==> config.mk <==
export PLATFORM = sky130hd
export DESIGN_NAME = dbd_queue
export DESIGN_NICKNAME = d
export VERILOG_FILES = /design/src/sv/dbd_pkg.sv /design/src/sv/dbd_queue.sv
export VERILOG_INCLUDE_DIRS = /design/src /design/src/sv
export SDC_FILE = /design/constraint.sdc
export NUM_CORES = 1
export LEC_CHECK = 0
export CAP_MARGIN = 30
export CELL_PAD_IN_SITES_DETAIL_PLACEMENT = 0
export CELL_PAD_IN_SITES_GLOBAL_PLACEMENT = 1
export CORE_ASPECT_RATIO = 0.75
export CORE_MARGIN = 2
export CORE_UTILIZATION = 55
export CTS_BUF_LIST = sky130_fd_sc_hd__clkbuf_4
export CTS_CLUSTER_DIAMETER = 150
export CTS_CLUSTER_SIZE = 16
export DETAILED_ROUTE_END_ITERATION = 10
export DONT_BUFFER_PORTS = 1
export GPL_TIMING_DRIVEN = 0
export PLACE_DENSITY_LB_ADDON = 0.3
export SKIP_CTS_REPAIR_TIMING = 1
export SLEW_MARGIN = 15
export SYNTH_ARGS = -nofsm -noshare
export SYNTH_HDL_FRONTEND = slang
export SYNTH_SLANG_ARGS = --single-unit
==> constraint.sdc <==
create_clock -name clk -period 10.05 [get_ports clk]
set_input_delay 2.01 -clock clk [delete_from_list [all_inputs] [get_ports clk]]
set_output_delay 2.01 -clock clk [all_outputs]
set_load 0.02 [all_outputs]
==> src/sv/detection_box_decode_assert.svh <==
// Assertion macros shared by the detection box decoder RTL files.
`ifndef DETECTION_BOX_DECODE_ASSERT_SVH
`define DETECTION_BOX_DECODE_ASSERT_SVH
`ifndef SYNTHESIS
// Same-cycle implication, disabled while in reset
`define DBD_ASSERT_IMP(lbl, clk, rst_n, ante, cons) \
  lbl: assert property (@(posedge clk) disable iff (!rst_n) (ante) |-> (cons)) \
    else $error("detection_box_decode: assertion failed");
// Next-cycle implication, disabled while in reset
`define DBD_ASSERT_NXT(lbl, clk, rst_n, ante, cons) \
  lbl: assert property (@(posedge clk) disable iff (!rst_n) (ante) |=> (cons)) \
    else $error("detection_box_decode: assertion failed");
`else
`define DBD_ASSERT_IMP(lbl, clk, rst_n, ante, cons)
`define DBD_ASSERT_NXT(lbl, clk, rst_n, ante, cons)
`endif
`endif

==> src/sv/dbd_pkg.sv <==
// Shared types and constants for the detection box decoder.
package dbd_pkg;

  // Parameter defaults
  localparam int MAX_BATCH_DEF       = 64;
  localparam int MAX_FRAME_DIM_DEF   = 8192;
  localparam int COORD_FRAC_BITS_DEF = 14;
  localparam int QUEUE_DEPTH_DEF     = 4;

  // Saturated frame size fits 15 bits for any allowed MAX_FRAME_DIM
  localparam int DIM_W = 15;

  // Configuration register indexes
  localparam int CFG_IDX_W = 2;
  localparam logic [CFG_IDX_W-1:0] REG_THRESHOLD   = 2'd0;
  localparam logic [CFG_IDX_W-1:0] REG_BOX_SCALE   = 2'd1;
  localparam logic [CFG_IDX_W-1:0] REG_LABEL_COUNT = 2'd2;

  // Reset values
  localparam logic [15:0] THRESHOLD_RST = 16'd16384;
  localparam logic [15:0] SCALE_ONE     = 16'd4096;
  localparam logic [15:0] LABELS_RST    = 16'd0;

  typedef struct packed {
    logic [15:0] threshold;
    logic [15:0] box_scale;
    logic [15:0] label_count;
  } dbd_cfg_t;

  // One kept proposal, as queued between front and back
  typedef struct packed {
    logic [5:0]         image;
    logic signed [15:0] class_id;
    logic               known;
    logic [15:0]        score;
    logic signed [15:0] left;
    logic signed [15:0] top;
    logic signed [15:0] right;
    logic signed [15:0] bottom;
    logic [DIM_W-1:0]   width;
    logic [DIM_W-1:0]   height;
  } dbd_item_t;

endpackage

==> src/sv/dbd_queue.sv <==
// Short queue of kept items between front and back.
`include "detection_box_decode_assert.svh"
module dbd_queue import dbd_pkg::*; #(
  parameter int DEPTH = QUEUE_DEPTH_DEF
) (
  input  logic      clk,
  input  logic      rst_n,
  input  logic      push,
  input  dbd_item_t push_item,
  input  logic      pop,
  output dbd_item_t head,
  output logic      full,
  output logic      empty
);

  localparam int PTR_W = (DEPTH > 1) ? $clog2(DEPTH) : 1;
  localparam int CNT_W = $clog2(DEPTH + 1);
  localparam logic [PTR_W-1:0] PTR_LAST = PTR_W'(DEPTH - 1);
  localparam logic [CNT_W-1:0] CNT_FULL = CNT_W'(DEPTH);

  dbd_item_t        mem_r [DEPTH];
  logic [PTR_W-1:0] wr_ptr_r, wr_ptr_nxt, rd_ptr_r, rd_ptr_nxt;
  logic [CNT_W-1:0] cnt_r, cnt_nxt;

  assign full  = (cnt_r == CNT_FULL);
  assign empty = (cnt_r == '0);
  assign head  = mem_r[rd_ptr_r];

  // Pointer and count update
  always_comb begin
    wr_ptr_nxt = wr_ptr_r;
    rd_ptr_nxt = rd_ptr_r;
    cnt_nxt    = cnt_r;
    if (push) begin
      wr_ptr_nxt = (wr_ptr_r == PTR_LAST) ? '0 : wr_ptr_r + 1'b1;
    end
    if (pop) begin
      rd_ptr_nxt = (rd_ptr_r == PTR_LAST) ? '0 : rd_ptr_r + 1'b1;
    end
    if (push && !pop) begin
      cnt_nxt = cnt_r + 1'b1;
    end else if (pop && !push) begin
      cnt_nxt = cnt_r - 1'b1;
    end
  end

  always_ff @(posedge clk) begin
    if (!rst_n) begin
      wr_ptr_r <= '0;
      rd_ptr_r <= '0;
      cnt_r    <= '0;
    end else begin
      wr_ptr_r <= wr_ptr_nxt;
      rd_ptr_r <= rd_ptr_nxt;
      cnt_r    <= cnt_nxt;
    end
  end

  // Entry storage
  always_ff @(posedge clk) begin
    if (push) begin
      mem_r[wr_ptr_r] <= push_item;
    end
  end

  `DBD_ASSERT_IMP(a_q_no_underflow, clk, rst_n, pop, !empty)
  `DBD_ASSERT_NXT(a_q_count_up, clk, rst_n, push && !pop, cnt_r == $past(cnt_r) + 1'b1)

endmodule

==> results.json <==
{
  "whs_ns": 0.546,
  "clk_latency_ns": 0.70,
  "finalMaxSlewViolations": 0,
  "dp.cells": 1204,
  "period_share": 0.447,
  "synth-main-ff-cell": "edfxtp_1",
  "first_pass_iters": 5,
  "maxSlewHeadroom": 0.529,
  "criticalPathCategory": "reg -> out",
  "hpwlAfterDp_um": 22600,
  "async_reset_ff_frac": 0,
  "num_io_pins": 272,
  "netlist_top_cells_area": "edfxtp_1, mux4_2, dfxtp_1",
  "p_sw_w": 0.000857,
  "hold_path_class": "reg -> reg",
  "cts_tree": "built",
  "grt_usage": 0.182,
  "core_area_mm2": 0.0349,
  "internal_power_w": 0.00294,
  "worstPathArrival_ns": 2.48,
  "cp-start-kind": "register",
  "fin_cells": 1255,
  "yosysMostFrequentCell": "edfxtp_1",
  "die_height_um": 168,
  "ir_worst_vdd_mv": 0.139,
  "placed_area_mm2": 0.0204,
  "wl_um": 33700,
  "drive_above_1_share": 0.274,
  "antenna_found_initial": 1,
  "clock_skew_ns": 0.0242,
  "cts.sinks": 541,
  "overflow": 0,
  "row_count": 59,
  "cts_buffers": 39,
  "yosysSeqAreaShare": 0.823,
  "endpoint_kind": "primary output",
  "worst_pin_slew_ns": 0.702,
  "synth-seq-cells": 541,
  "drc_errors": 0,
  "final_area_mm2": 0.0208,
  "syn_inst": 739,
  "seqPwrFrac": 0.687,
  "pwr-share-comb": 0.099,
  "cp_max_fo": 10,
  "gp_congestion": 0.771,
  "netlist_area_mm2": 0.0196,
  "area_delta_synth_final_pct": 5.97,
  "finalSetupViolCount": 0,
  "power_frac_clock": 0.214,
  "die_area_mm2": 0.0372,
  "worst_ep_required_time_ns": 8.04,
  "avgRoutedWirePerCell_um": 26.8,
  "ys_warn_count": 0,
  "synth_top_area_cell": "edfxtp_1",
  "start_util": 0.562,
  "synth_edf_count": 532,
  "io_buffers": 0,
  "swShare": 0.226,
  "grt_start_max_net_pins": 57,
  "p_leak_nw": 6.28,
  "synth_area_per_cell_um2": 26.6,
  "rsz0062_at_grt": "no",
  "synth_top_cell_area_share": 0.814,
  "total_power_w": 0.00379,
  "period_needed_ns": 4.49,
  "clock_path_buffers": 3,
  "die_width_um": 222,
  "ys_top_cells_by_count": "edfxtp_1, mux4_2, buf_2, buf_6, dfxtp_1",
  "grt_pass1_wl_um": 50100,
  "nets": 932,
  "p_per_area_mw_per_mm2": 182,
  "setup_tns_ns": 0,
  "hold_viol": 0,
  "final_antenna_net_count": 0,
  "cts.htree.levels": 2,
  "syn-num-nets": 883,
  "grt_pass1_vias": 8155,
  "via_count": 7623,
  "vias_per_cell": 6.07,
  "status": "finished, final reports clean",
  "drtIter0Drc": 581,
  "clk_pin_slew_worst_paths_ns": 0.14,
  "drv_cap": 0,
  "yosysUniqueCellTypes": 21,
  "fmax_mhz": 223,
  "cts_root_buf": "clkbuf_4"
}
-- registers in the layout (all words and copies together) (netlist names), named ones only --
register  count
mem_r       532
rd_ptr_r      2
wr_ptr_r      2
cnt_r         3
-- final cells by class --
type,instances,area [µm²]
plain buffers,30,199
fillers,2310,14100
flip-flops and latches,541,16200
clock buffers,48,360
diodes,2,5.00
clock inverters,1,5.00
multi-input cells,164,3270
inverters,4,15.0
repair buffers,8,220
well taps,457,572
-- worst paths after layout --
kind                                                from                      to  slack [ns]  depth (start not counted)
worst max-delay path                            register                head[63]        5.56                          4
worst min-delay path               cnt_r[2]$_SDFFE_PN0P_   cnt_r[2]$_SDFFE_PN0P_        0.55                          2
worst max register to register  wr_ptr_r[1]$_SDFFE_PN0P_  mem_r[1][72]$_DFFE_PP_        8.10                          4
worst min register to register     cnt_r[2]$_SDFFE_PN0P_   cnt_r[2]$_SDFFE_PN0P_        0.55                          2
-- per-stage QoR --
step | setup WS, ns | utilization
floorplan | 4.49 | -
global placement | 2.73 | 0.578
detailed placement | 6.25 | 0.585
CTS | 5.42 | 0.596
global route | 5.42 | 0.596
finish | 5.56 | 0.596
-- power by group through the flow --
stage               clock network [W]  logic (W)  registers [W]
floorplan                           0   0.000299        0.00266
global placement                    0   0.000363        0.00267
detailed placement                  0   0.000383        0.00266
CTS                          0.000841   0.000384        0.00261
global route                 0.000917   0.000395        0.00262
finish                       0.000811   0.000375        0.00261
-- logic make-up (layout without fill, tap and decap cells) --
kind of cell / count (synthesis) / count (layout) / share of synthesized area
AO/OA/AOI/OAI: 3 / 3 / 0.00102
flip-flops: 541 / 541 / 0.823
other: 0 / 2 / 0
adder cells (fa/ha/maj): 7 / 7 / 0.00484
XOR/XNOR: 2 / 2 / 0.000893
buffers and inverters: 34 / 91 / 0.0109
AND/OR/NAND/NOR: 15 / 15 / 0.00459
multiplexers: 137 / 137 / 0.155
-- cell usage in the layout, fill, tap and decap left out, types with 4 or more instances in the layout --
master | Yosys | layout
edfxtp_1 | 532 | 532
dfxtp_1 | 9 | 9
clkbuf_4 | 0 | 48
ha_1 | 6 | 6
inv_1 | 4 | 4
clkbuf_1 | 6 | 6
buf_2 | 15 | 15
mux4_2 | 133 | 133
mux2i_1 | 4 | 4
and2_4 | 0 | 4
buf_16 | 0 | 8
buf_6 | 9 | 9
nor2b_1 | 5 | 5
-- critical path, cell delays in order, from the launching register on --
cell     delay [ns]
dfxtp_1        0.33
buf_2          0.23
buf_2          0.38
buf_2          0.35
mux4_2         0.47
-- per-layer routing --
layer | up-vias | track usage | routed length [µm]
li1 | 3268 | - | -
met1 | 4053 | 0.218 | 12600
met2 | 246 | 0.310 | 17200
met3 | 56 | 0.0704 | 3130
met4 | 0 | 0.0511 | 743
met5 | - | 0 | 0
No activity file was read; power rests on OpenSTA's default activity.
