### src/sv/detection_box_decode_assert.svh
// Assertion macros shared by the detection box decoder RTL files.
`ifndef DETECTION_BOX_DECODE_ASSERT_SVH
`define DETECTION_BOX_DECODE_ASSERT_SVH
`ifndef SYNTHESIS
// Same-cycle implication, disabled while in reset
`define DBD_ASSERT_IMP(lbl, clk, rst_n, ante, cons) \
  lbl: assert property (@(posedge clk) disable iff (!rst_n) (ante) |-> (cons)) \
    else $error("detection_box_decode: assertion failed");
// Next-cycle implication, disabled while in reset
`define DBD_ASSERT_NXT(lbl, clk, rst_n, ante, cons) \
  lbl: assert property (@(posedge clk) disable iff (!rst_n) (ante) |=> (cons)) \
    else $error("detection_box_decode: assertion failed");
`else
`define DBD_ASSERT_IMP(lbl, clk, rst_n, ante, cons)
`define DBD_ASSERT_NXT(lbl, clk, rst_n, ante, cons)
`endif
`endif

### src/sv/dbd_pkg.sv
// Shared types and constants for the detection box decoder.
package dbd_pkg;

  // Parameter defaults
  localparam int MAX_BATCH_DEF       = 64;
  localparam int MAX_FRAME_DIM_DEF   = 8192;
  localparam int COORD_FRAC_BITS_DEF = 14;
  localparam int QUEUE_DEPTH_DEF     = 4;

  // Saturated frame size fits 15 bits for any allowed MAX_FRAME_DIM
  localparam int DIM_W = 15;

  // Configuration register indexes
  localparam int CFG_IDX_W = 2;
  localparam logic [CFG_IDX_W-1:0] REG_THRESHOLD   = 2'd0;
  localparam logic [CFG_IDX_W-1:0] REG_BOX_SCALE   = 2'd1;
  localparam logic [CFG_IDX_W-1:0] REG_LABEL_COUNT = 2'd2;

  // Reset values
  localparam logic [15:0] THRESHOLD_RST = 16'd16384;
  localparam logic [15:0] SCALE_ONE     = 16'd4096;
  localparam logic [15:0] LABELS_RST    = 16'd0;

  typedef struct packed {
    logic [15:0] threshold;
    logic [15:0] box_scale;
    logic [15:0] label_count;
  } dbd_cfg_t;

  // One kept proposal, as queued between front and back
  typedef struct packed {
    logic [5:0]         image;
    logic signed [15:0] class_id;
    logic               known;
    logic [15:0]        score;
    logic signed [15:0] left;
    logic signed [15:0] top;
    logic signed [15:0] right;
    logic signed [15:0] bottom;
    logic [DIM_W-1:0]   width;
    logic [DIM_W-1:0]   height;
  } dbd_item_t;

endpackage

### src/sv/dbd_front.sv
// Front end: accepts proposals, tracks the layer stop flag and filters items.
`include "detection_box_decode_assert.svh"
module dbd_front import dbd_pkg::*; #(
  parameter int MAX_BATCH     = MAX_BATCH_DEF,
  parameter int MAX_FRAME_DIM = MAX_FRAME_DIM_DEF
) (
  input  logic               clk,
  input  logic               rst_n,
  input  dbd_cfg_t           cfg,
  input  logic               in_valid,
  input  logic               q_full,
  input  logic               in_first_proposal,
  input  logic signed [7:0]  in_image_index,
  input  logic signed [15:0] in_class_id,
  input  logic [15:0]        in_score,
  input  logic signed [15:0] in_left_norm,
  input  logic signed [15:0] in_top_norm,
  input  logic signed [15:0] in_right_norm,
  input  logic signed [15:0] in_bottom_norm,
  input  logic [13:0]        in_frame_width,
  input  logic [13:0]        in_frame_height,
  input  logic [6:0]         in_batch_size,
  output logic               push,
  output dbd_item_t          push_item
);

  localparam logic [7:0]       BATCH_LIM = 8'(MAX_BATCH);
  localparam logic [DIM_W-1:0] DIM_LIM   = DIM_W'(MAX_FRAME_DIM);

  logic             stopped_r, stopped_nxt;
  logic             acc, stopped_eff, oor, keep;
  logic [7:0]       batch_sat;
  logic [DIM_W-1:0] fw_ext, fh_ext;

  // Classification of the item on the input port
  always_comb begin
    acc         = in_valid && !q_full;
    stopped_eff = in_first_proposal ? 1'b0 : stopped_r;
    batch_sat   = ({1'b0, in_batch_size} > BATCH_LIM) ? BATCH_LIM : {1'b0, in_batch_size};
    oor         = in_image_index[7] || ({1'b0, in_image_index[6:0]} >= batch_sat);
    keep        = !stopped_eff && !oor && (in_score >= cfg.threshold);
    push        = acc && keep;
    stopped_nxt = acc ? (stopped_eff || oor) : stopped_r;
  end

  // Queue entry: clamp frame sizes, flag known labels
  always_comb begin
    fw_ext = {1'b0, in_frame_width};
    fh_ext = {1'b0, in_frame_height};
    push_item.image    = in_image_index[5:0];
    push_item.class_id = in_class_id;
    push_item.known    = !in_class_id[15] && ({1'b0, in_class_id[14:0]} < cfg.label_count);
    push_item.score    = in_score;
    push_item.left     = in_left_norm;
    push_item.top      = in_top_norm;
    push_item.right    = in_right_norm;
    push_item.bottom   = in_bottom_norm;
    push_item.width    = (fw_ext > DIM_LIM) ? DIM_LIM : fw_ext;
    push_item.height   = (fh_ext > DIM_LIM) ? DIM_LIM : fh_ext;
  end

  // Layer stop flag
  always_ff @(posedge clk) begin
    if (!rst_n) begin
      stopped_r <= 1'b0;
    end else begin
      stopped_r <= stopped_nxt;
    end
  end

  `DBD_ASSERT_IMP(a_fr_stop_cause, clk, rst_n, $rose(stopped_r), $past(acc))
  `DBD_ASSERT_IMP(a_fr_push_live, clk, rst_n, push, !stopped_nxt && !q_full)

endmodule

### config.mk
export PLATFORM = sky130hd
export DESIGN_NAME = dbd_front
export DESIGN_NICKNAME = d
export VERILOG_FILES = /design/src/sv/dbd_pkg.sv /design/src/sv/dbd_front.sv
export VERILOG_INCLUDE_DIRS = /design/src /design/src/sv
export SDC_FILE = /design/constraint.sdc
export NUM_CORES = 1
export LEC_CHECK = 0
export CORE_AREA = 2 2 127 129
export CTS_BUF_LIST = sky130_fd_sc_hd__clkbuf_8
export DETAILED_ROUTE_END_ITERATION = 16
export DIE_AREA = 0 0 129 131
export DONT_BUFFER_PORTS = 1
export PLACE_DENSITY = 0.3
export REMOVE_ABC_BUFFERS = 1
export SYNTH_ARGS = -nofsm -noshare
export SYNTH_HDL_FRONTEND = slang
export SYNTH_SLANG_ARGS = --single-unit
### constraint.sdc
create_clock -name clk -period 2.3 [get_ports clk]
set_clock_uncertainty 0.05 [all_clocks]
set_input_delay 0.345 -clock clk [delete_from_list [all_inputs] [get_ports clk]]
set_output_delay 0.345 -clock clk [all_outputs]
set_load 0.02 [all_outputs]
==> impl_results.md, run 1 <==
- Outcome: completed
- Post-Synth Simple-Gate Area: 0.194
- Largest stage delay on the critical path: 0.36 ns
- Number of global-route vias before repair: 1339
- Worst R2R End: stopped_r
- Hold Crit Class: in -> reg
- Placer congestion estimate: 0.875
- CTS resizes: 0
- Largest family of logic cells by synthesized area: buffers and inverters
- Fill cells: 1824
- Post-Syn Area per Cell: 7.14 um^2
- Final net count: 408
- Reg-to-reg slack, setup: 1.36 ns
- GR Util met2: 0.246
- Setup ws final: 0.150 ns
- Proportion of layout cells with a drive suffix above 1: 0.0226
- Adder-Cell Fraction of Synth Area: 0.229
- Die area: 16900 um^2
- Post-synthesis mux area share: 0
- CP max-delay cell: a2111oi_2
- Worst EP arrival: 1.76 ns
- Final Hold Vio Count: 0
- Cells along the critical path: inv_1 > ha_1 > nand2b_4 > a2111oi_2 > a2111oi_1 > nor4b_2 > nor2_1 > buf_4
- Critical path type: in -> out
- Max reg flops: 1
- Met3 usage: 0.237
- Routed vias/inst: 3.66
- First-pass GRT wire length: 15600 um
- Largest net degree at the start of global routing: 14
- Crit. End Element: output pin
- Slew headroom: 0.578
- CP Max Fanout: 2
- Routed wire per std cell: 34.8 um
- Cell Pwr Density: 154 nW/um^2
- Worst-path clk slew: 0 ns
- Worst path bufs/invs: 2
- Post-synth top area cell: buf_4
- Final setup vio count: 0
- Reg2Reg Depth: 4
- Lkg Pwr: 0.000698 uW
- Measured slew at the worst slew-check pin: 0.632 ns
- I/O Pins: 326
- DRT Pass-1 Iters: 4
- Die Width: 129 um
- Gr busiest metal: met2
- Post-synth EDFFs: 0
- Starting DRT DRC Count: 35
- Worst skew pair latency: 0 ns
- Depth of the worst hold-timing path: 2
- ANT nets after route: 0
- Syn Inst Count: 283
- Pins Over Slew Limit: 0
- CP required: 1.90 ns
- Fmax: 465 MHz
- Post-Synth XOR/XNOR Area: 0
- Fin crit period: 2.15 ns
- Final worst-path cycle share: 0.935
- Via count: 1448
- Synth unique cells: 30
- Post-Place Setup Slack: 0.105 ns
- Core area: 15600 um^2
- Setup TNS: 0 ns
- Ys async rst share: 0
- DRC viols: 0
- Most common cell after layout, fill and taps aside: ha_1
- Worst path top cell family by delay: compound AO/OA/AOI/OAI gates
- GR met1 Demand/Resource: 0.0603
- Total track usage: 0.150
- Max Cap Viol: 0
- Core Rows: 46
- Hold Path Sink: stopped_r
- Fin util: 0.0971
- PortBufs: 0
- Dominant cells by area after synthesis: buf_4 (39%), ha_1 (23%), nor2b_1 (8.7%)
- RSZ-0062 raised after global routing: no
- Ys flop type: dfxtp_1
- Worst flop-to-flop path startpoint: stopped_r
- Post-synthesis sequential area ratio: 0.00990
- Grt ovf: 0
- Initial antenna violation count: 7
- Yosys top cell area share: 0.386
- Hold-fix buffers, CTS: 0
- Post-Syn Area: 2020 um^2
- Total Routed Length: 13800 um
- Hold Crit Start: rst_n
- CP Launch Type: input port
- HPWL Detailed: 13500 um
- Maximum VDD drop: 0.0296 mV
- Seq cells post-synth: 1
- Critical Path Source: in_score[0]
- Post-CTS setup buffer count: 0
- Largest Register: stopped_r
- Compound-gate portion of the synthesized area: 0.105
- Die Y: 131 um
- Layout area overhead: -25.1%
- Starting Density: 0.130
- Synth warn: 0
- Most frequent cells in the layout: ha_1 (37), inv_1 (36), nor2b_1 (28)
- Top Registers: stopped_r (1)
layer usage:
metal | vias to the layer above | wire, um
li1 | 609 | -
met1 | 590 | 2050
met2 | 209 | 6320
met3 | 30 | 4450
met4 | 10 | 804
met5 | - | 150
worst max path at each step:
stage               cells past startpoint  endpoint
floorplan                               7      push
global route                            8      push
global placement                        8      push
detailed placement                      7      push
CTS                                     7      push
finish                                  8      push
cell families after synthesis:
group	Yosys count
other	1
AND/OR/NAND/NOR	69
AO/OA/AOI/OAI	31
flip-flops	1
adder cells (fa/ha/maj)	37
buffers and inverters	144
cell usage after synthesis, types with 2 or more instances:
| cell | n |
|---|---|
| ha_1 | 37 |
| nand2_1 | 13 |
| nor2b_1 | 28 |
| nand2b_1 | 2 |
| nand3_1 | 4 |
| o21ai_0 | 6 |
| buf_4 | 104 |
| nor3_1 | 2 |
| nor2_1 | 9 |
| a21oi_1 | 10 |
| clkbuf_1 | 4 |
| a41oi_1 | 2 |
| inv_1 | 36 |
| nand4_1 | 3 |
| nor4_1 | 4 |
| a21o_1 | 3 |
| a211oi_1 | 3 |
through the flow:
stage               cell area, um^2  instances  total power [uW]  hold slack (ns)
detailed placement             1510        393               237            0.439
CTS                            1510        393               238            0.442
floorplan                      1230        176               194            0.426
global route                   1510        393               267            0.453
finish                         1520        396               234            0.442
global placement               1510        393               232            0.447
final cells by class:
cell class                      count  area, um^2  share of cell area
Antenna cell                        3        7.51             0.00495
Inverter                           36         135              0.0892
Multi-Input combinational cell    139        1070               0.709
Sequential cell                     1        20.0              0.0132
Tap cell                          216         270               0.178
Timing Repair Buffer                1        7.51             0.00495
report_power, final:
| part | switching [uW] | leakage (uW) | internal (uW) |
|---|---|---|---|
| registers | 0.526 | 0.00000827 | 19.0 |
| logic | 129 | 0.000690 | 85.1 |
| clock network | 0 | 0.0000000190 | 0.000176 |
No activity file was read; power rests on OpenSTA's default activity.
==> inputs of run 2 (changes only) <==
- CELL_PAD_IN_SITES_DETAIL_PLACEMENT: not set -> 1
- CELL_PAD_IN_SITES_GLOBAL_PLACEMENT: not set -> 2
- PLACE_DENSITY: 0.3 -> 0.48
==> run 2 against run 1 <==
Against the previous run:
- routed wire length up 14%
- combinational power is 7% higher
- via count barely moved
- cell area increased by 2.1%
- hold slack better by 0.0046 ns
- core utilization grew 0.20 points
- largest power group unchanged
- sequential share of layout area about the same
- sequential cell count is the same
- register-to-register slack got worse by 0.03 ns
- worst setup slack worse by 0.028 ns
- die area is the same
- sequential power barely moved
==> impl_results.md, run 2 (synthesized netlist as in run 1, its figures left out) <==
- ANT nets after route: 0 (unchanged)
- Total Routed Length: 15700 um (was 13800 um)
- Largest net degree at the start of global routing: 14 (unchanged)
- Cell Pwr Density: 161 nW/um^2 (was 154 nW/um^2)
- Max Cap Viol: 0 (unchanged)
- Routed vias/inst: 3.66 (about the same)
- First-pass GRT wire length: 18200 um (was 15600 um)
- Grt ovf: 0 (unchanged)
- Hold Crit Class: in -> reg (unchanged)
- Final worst-path cycle share: 0.947 (was 0.935)
- Die area: 16900 um^2 (unchanged)
- Final setup vio count: 0 (unchanged)
- CP required: 1.90 ns (about the same)
- Outcome: completed (unchanged)
- Routed wire per std cell: 39.8 um (was 34.8 um)
- Pins Over Slew Limit: 0 (unchanged)
- Most common cell after layout, fill and taps aside: ha_1 (unchanged)
- Starting Density: 0.130 (unchanged)
- Hold-fix buffers, CTS: 0 (unchanged)
- Hold Slack: 0.447 ns (was 0.442 ns)
- CP Launch Type: input port (unchanged)
- Measured slew at the worst slew-check pin: 0.603 ns (was 0.632 ns)
- Placer congestion estimate: 0.879 (was 0.875)
- Reg area: 20.0 um^2 (unchanged)
- Setup TNS: 0 ns (unchanged)
- Final Hold Vio Count: 0 (unchanged)
- Net Sw Frac: 0.557 (was 0.555)
- Worst skew pair latency: 0 ns (about the same)
- DRC viols: 0 (unchanged)
- Die Y: 131 um (unchanged)
- Starting DRT DRC Count: 30 (was 35)
- HPWL Detailed: 15500 um (was 13500 um)
- Max reg flops: 1 (unchanged)
- Largest Register: stopped_r (unchanged)
- CP Max Fanout: 2 (unchanged)
- Number of global-route vias before repair: 1411 (was 1339)
- Crit. End Element: output pin (unchanged)
- Final net count: 409 (was 408)
- Worst EP arrival: 1.78 ns (was 1.76 ns)
- Switching pwr: 139 uW (was 130 uW)
- Proportion of layout cells with a drive suffix above 1: 0.0337 (was 0.0226)
- Die Width: 129 um (unchanged)
- Clock power share: 0 (about the same)
- Most frequent cells in the layout: ha_1 (37), inv_1 (36), nor2b_1 (28) (unchanged)
- Cell Count, Final, Fillers Out: 396 (unchanged)
- Core area: 15600 um^2 (unchanged)
- Multi-input combinational cell area: 1100 um^2 (was 1070 um^2)
- Post-Place Setup Slack: 0.00273 ns (was 0.105 ns)
- Setup ws final: 0.121 ns (was 0.150 ns)
- Layout area overhead: -23.5% (was -25.1%)
- Initial antenna violation count: 4 (was 7)
- Core Rows: 46 (unchanged)
- Tot Pwr: 249 uW (was 234 uW)
- Maximum VDD drop: 0.0480 mV (was 0.0296 mV)
- Sequential Power Share: 0.079 (was 0.083)
- Fmax: 459 MHz (was 465 MHz)
- Critical path type: in -> out (unchanged)
- Total track usage: 0.173 (was 0.150)
- Lkg Pwr: 0.000711 uW (was 0.000698 uW)
- RSZ-0062 raised after global routing: no (unchanged)
- Slew headroom: 0.597 (was 0.578)
- Top Registers: stopped_r (1) (unchanged)
- Internal power: 110 uW (was 104 uW)
- Fill cells: 1883 (was 1824)
- Logic pwr share: 0.921 (was 0.917)
- Via count: 1449 (was 1448)
- I/O Pins: 326 (unchanged)
- Fin crit period: 2.18 ns (was 2.15 ns)
- Worst-path clk slew: 0 ns (about the same)
- DRT Pass-1 Iters: 4 (unchanged)
- PortBufs: 0 (unchanged)
- DP Cell Count: 394 (was 393)
run 2: changes by cell type in the layout (fill, tap and decap cells not counted), sizes merged:
cell,previous run,this run
buf,1,2
diode,3,2
run 2: worst paths after layout:
kind	from	endpoint	slack, ns	cells after the start
max reg2reg	stopped_r	stopped_r	1.33	4
min	rst_n	stopped_r	0.45	2
min reg2reg	stopped_r	stopped_r	0.47	2
max	in_score[0]	push	0.12	9
run 2: metrics by stage:
step / util / area, um^2
finish: 0.0991 / 1550
CTS: 0.0983 / 1530
global route: 0.0988 / 1540
global placement: 0.0971 / 1520
floorplan: - / 1230
detailed placement: 0.0971 / 1520
run 2: final cells by class:
type / count / share of cell area
Sequential cell: 1 / 0.0129
Antenna cell: 2 / 0.00324
Inverter: 36 / 0.0874
Tap cell: 216 / 0.175
Multi-Input combinational cell: 139 / 0.712
Timing Repair Buffer: 2 / 0.00971
run 2: power by group through the flow:
stage / Sequential, uW / Combinational, uW / Clock (uW)
global route: 19.8 / 262 / 0
CTS: 19.6 / 230 / 0
global placement: 19.6 / 215 / 0
finish: 19.6 / 229 / 0.000117
floorplan: 19.4 / 175 / 0
detailed placement: 19.5 / 223 / 0
run 2: what timing repair did:
action / CTS / global route
setup endpoints to repair: 1 / 1
pin swaps: 0 / 2
gates resized for setup: 2 / 1
setup buffers: 0 / 0
hold endpoints to repair: 0 / 0
run 2: per-layer routing:
layer / routed length (um) / track usage / vias up
met2: 7920 / 0.319 / 207
li1: - / - / 610
met1: 2440 / 0.0759 / 618
met3: 5260 / 0.274 / 10
met5: 27 / 0 / -
met4: 97 / 0.00895 / 4
run 2: worst max-delay path, stage by stage:
cell and delay [ns]:
inv_1 0.02, ha_1 0.26, nand2b_4 0.14, a2111oi_4 0.30, a2111oi_2 0.08, buf_4 0.15, nor4b_4 0.24, nor2_1 0.07
buf_4 0.16
==> inputs of run 3 (changes only) <==
- PLACE_DENSITY: 0.48 -> 0.5
- clock period: 2.3 -> 1.9 ns (I/O delays scaled with it)
==> run 3 against run 2 <==
Against the previous run:
- sequential share of layout area is 0.12 points lower
- register-to-register slack lost 0.57 ns
- via count is 1.8% lower
- hold slack lost 0.065 ns
- cell count up 2.3%
- global-route usage decreased by 0.80 points
- sequential power is 20% higher
- cell area increased by 10%
- total power up 35%
- sequential cell count unchanged
- critical path type unchanged
==> impl_results.md, run 3 (synthesized netlist as in run 1, its figures left out) <==
- Measured slew at the worst slew-check pin: 0.539 ns (was 0.603 ns)
- Worst-path clk slew: 0 ns (about the same)
- Grt ovf: 0 (unchanged)
- Lkg Pwr: 0.000748 uW (was 0.000711 uW)
- Starting DRT DRC Count: 20 (was 30)
- Worst setup path end: push (unchanged)
- Hold Crit Class: in -> reg (unchanged)
- Total track usage: 0.165 (was 0.173)
- Fill cells: 1867 (was 1883)
- I/O Pins: 326 (unchanged)
- Crit. End Element: output pin (unchanged)
- RSZ-0062 raised after global routing: yes (was no)
- Slew headroom: 0.640 (was 0.597)
- Worst R2R End: stopped_r (unchanged)
- Top Registers: stopped_r (1) (unchanged)
- Core area: 15600 um^2 (unchanged)
- Cell Pwr Density: 198 nW/um^2 (was 161 nW/um^2)
- Core Rows: 46 (unchanged)
- Worst EP arrival: 1.56 ns (was 1.78 ns)
- Largest Register: stopped_r (unchanged)
- Final Hold Vio Count: 0 (unchanged)
- PortBufs: 0 (unchanged)
- Starting Density: 0.130 (unchanged)
- Critical Path Source: cfg[38] (was in_score[0])
- Max Cap Viol: 0 (unchanged)
- Final worst-path cycle share: 0.999
- DRT Pass-1 Iters: 4 (unchanged)
- Hold-fix buffers, CTS: 0 (unchanged)
- Fmax: 527 MHz
- CP Max Fanout: 2 (unchanged)
- Final net count: 416 (was 409)
- Outcome: completed (unchanged)
- Total Routed Length: 15000 um (was 15700 um)
- Proportion of layout cells with a drive suffix above 1: 0.146 (was 0.0337)
- ANT nets after route: 0 (unchanged)
- First-pass GRT wire length: 17500 um (was 18200 um)
- CP Launch Type: input port (unchanged)
- Hold Crit Start: rst_n (unchanged)
- Reg2Reg Depth: 6 (was 4)
- CP required: 1.56 ns (was 1.90 ns)
- Placer congestion estimate: 0.878 (was 0.879)
- Via count: 1423 (was 1449)
- Largest net degree at the start of global routing: 14 (unchanged)
- Reg-to-reg slack, setup: 0.76 ns (was 1.33 ns)
- Die Width: 129 um (unchanged)
- Fin util: 0.109 (was 0.0991)
- Max reg flops: 1 (unchanged)
- Routed wire per std cell: 37.1 um (was 39.8 um)
- Final setup vio count: 0 (unchanged)
- Worst skew pair latency: 0 ns (about the same)
- HPWL Detailed: 14700 um (was 15500 um)
- Pins Over Slew Limit: 0 (unchanged)
- Die Y: 131 um (unchanged)
- Critical path type: in -> out (unchanged)
- Routed vias/inst: 3.51 (was 3.66)
- Worst flop-to-flop path startpoint: stopped_r (unchanged)
- Most frequent cells in the layout: inv_1 (34), ha_1 (34), nor2b_1 (27) (was ha_1 (37), inv_1 (36), nor2b_1 (28))
- DRC viols: 0 (unchanged)
- Fin crit period: 1.90 ns
- Number of global-route vias before repair: 1433 (was 1411)
- Layout area overhead: -15.8% (was -23.5%)
- Die area: 16900 um^2 (unchanged)
- Initial antenna violation count: 5 (was 4)
- Maximum VDD drop: 0.0435 mV (was 0.0480 mV)
- Tot Pwr: 337 uW (was 249 uW)
[run 3: changes by cell type in the layout (fill, tap and decap cells not counted), sizes merged]
cell,change
diode,+2
inv,-1
clkinvlp,+1
buf,+7
[run 3: worst min path at each step]
stage | slack (ns) | endpoint | cells after the start
finish | 0.38 | stopped_r | 2
global route | 0.40 | stopped_r | 2
CTS | 0.38 | stopped_r | 2
detailed placement | 0.38 | stopped_r | 2
global placement | 0.38 | stopped_r | 2
floorplan | 0.37 | stopped_r | 2
[run 3: through the flow]
step	area, um^2	worst slack, ns	hold slack [ns]	setup TNS, ns	instances
after global routing	1690	-0.0729	0.398	-0.0729	402
final	1700	0.00269	0.382	0	405
after global placement	1560	-0.262	0.377	-0.262	400
after CTS	1670	0.00183	0.383	0	400
after detailed placement	1560	-0.253	0.380	-0.253	400
after floorplan	1230	0.0127	0.371	0	176
[run 3: final cells by class]
| cell class | instances | area, um^2 | area share |
|---|---|---|---|
| Inverter | 36 | 141 | 0.0831 |
| Multi-Input combinational cell | 139 | 1190 | 0.701 |
| Tap cell | 216 | 270 | 0.159 |
| Antenna cell | 4 | 10.0 | 0.00588 |
| Sequential cell | 1 | 20.0 | 0.0118 |
| Timing Repair Buffer | 9 | 67.6 | 0.0397 |
[run 3: power by group]
| group | switching (uW) | internal [uW] | leakage (uW) |
|---|---|---|---|
| combinational | 179 | 135 | 0.000740 |
| sequential | 0.582 | 23.0 | 0.00000827 |
| clock | 0 | 0.000283 | 0.0000000254 |
| total | 179 | 158 | 0.000748 |
[run 3: worst max-delay path, stage by stage]
cell       delay (ns)
inv_1            0.03
ha_1             0.29
nand4_1          0.18
a2111oi_4        0.43
nor4b_2          0.09
nor2_1           0.10
buf_4            0.15
[run 3: what timing repair did]
action,in CTS,in global routing
buffers inserted,1,1
endpoints found under the setup margin,1,2
pin swaps,10,3
gates resized for setup,17,3
gates cloned,0,0
[run 3: metal layers]
layer | track usage | part of all wire | routed length [um] | vias to the layer above
met5 | 0 | 0.00087 | 13 | -
met1 | 0.0801 | 0.17 | 2550 | 601
met3 | 0.231 | 0.30 | 4530 | 6
met2 | 0.314 | 0.51 | 7720 | 189
met4 | 0.0173 | 0.013 | 192 | 2
li1 | - | - | - | 625
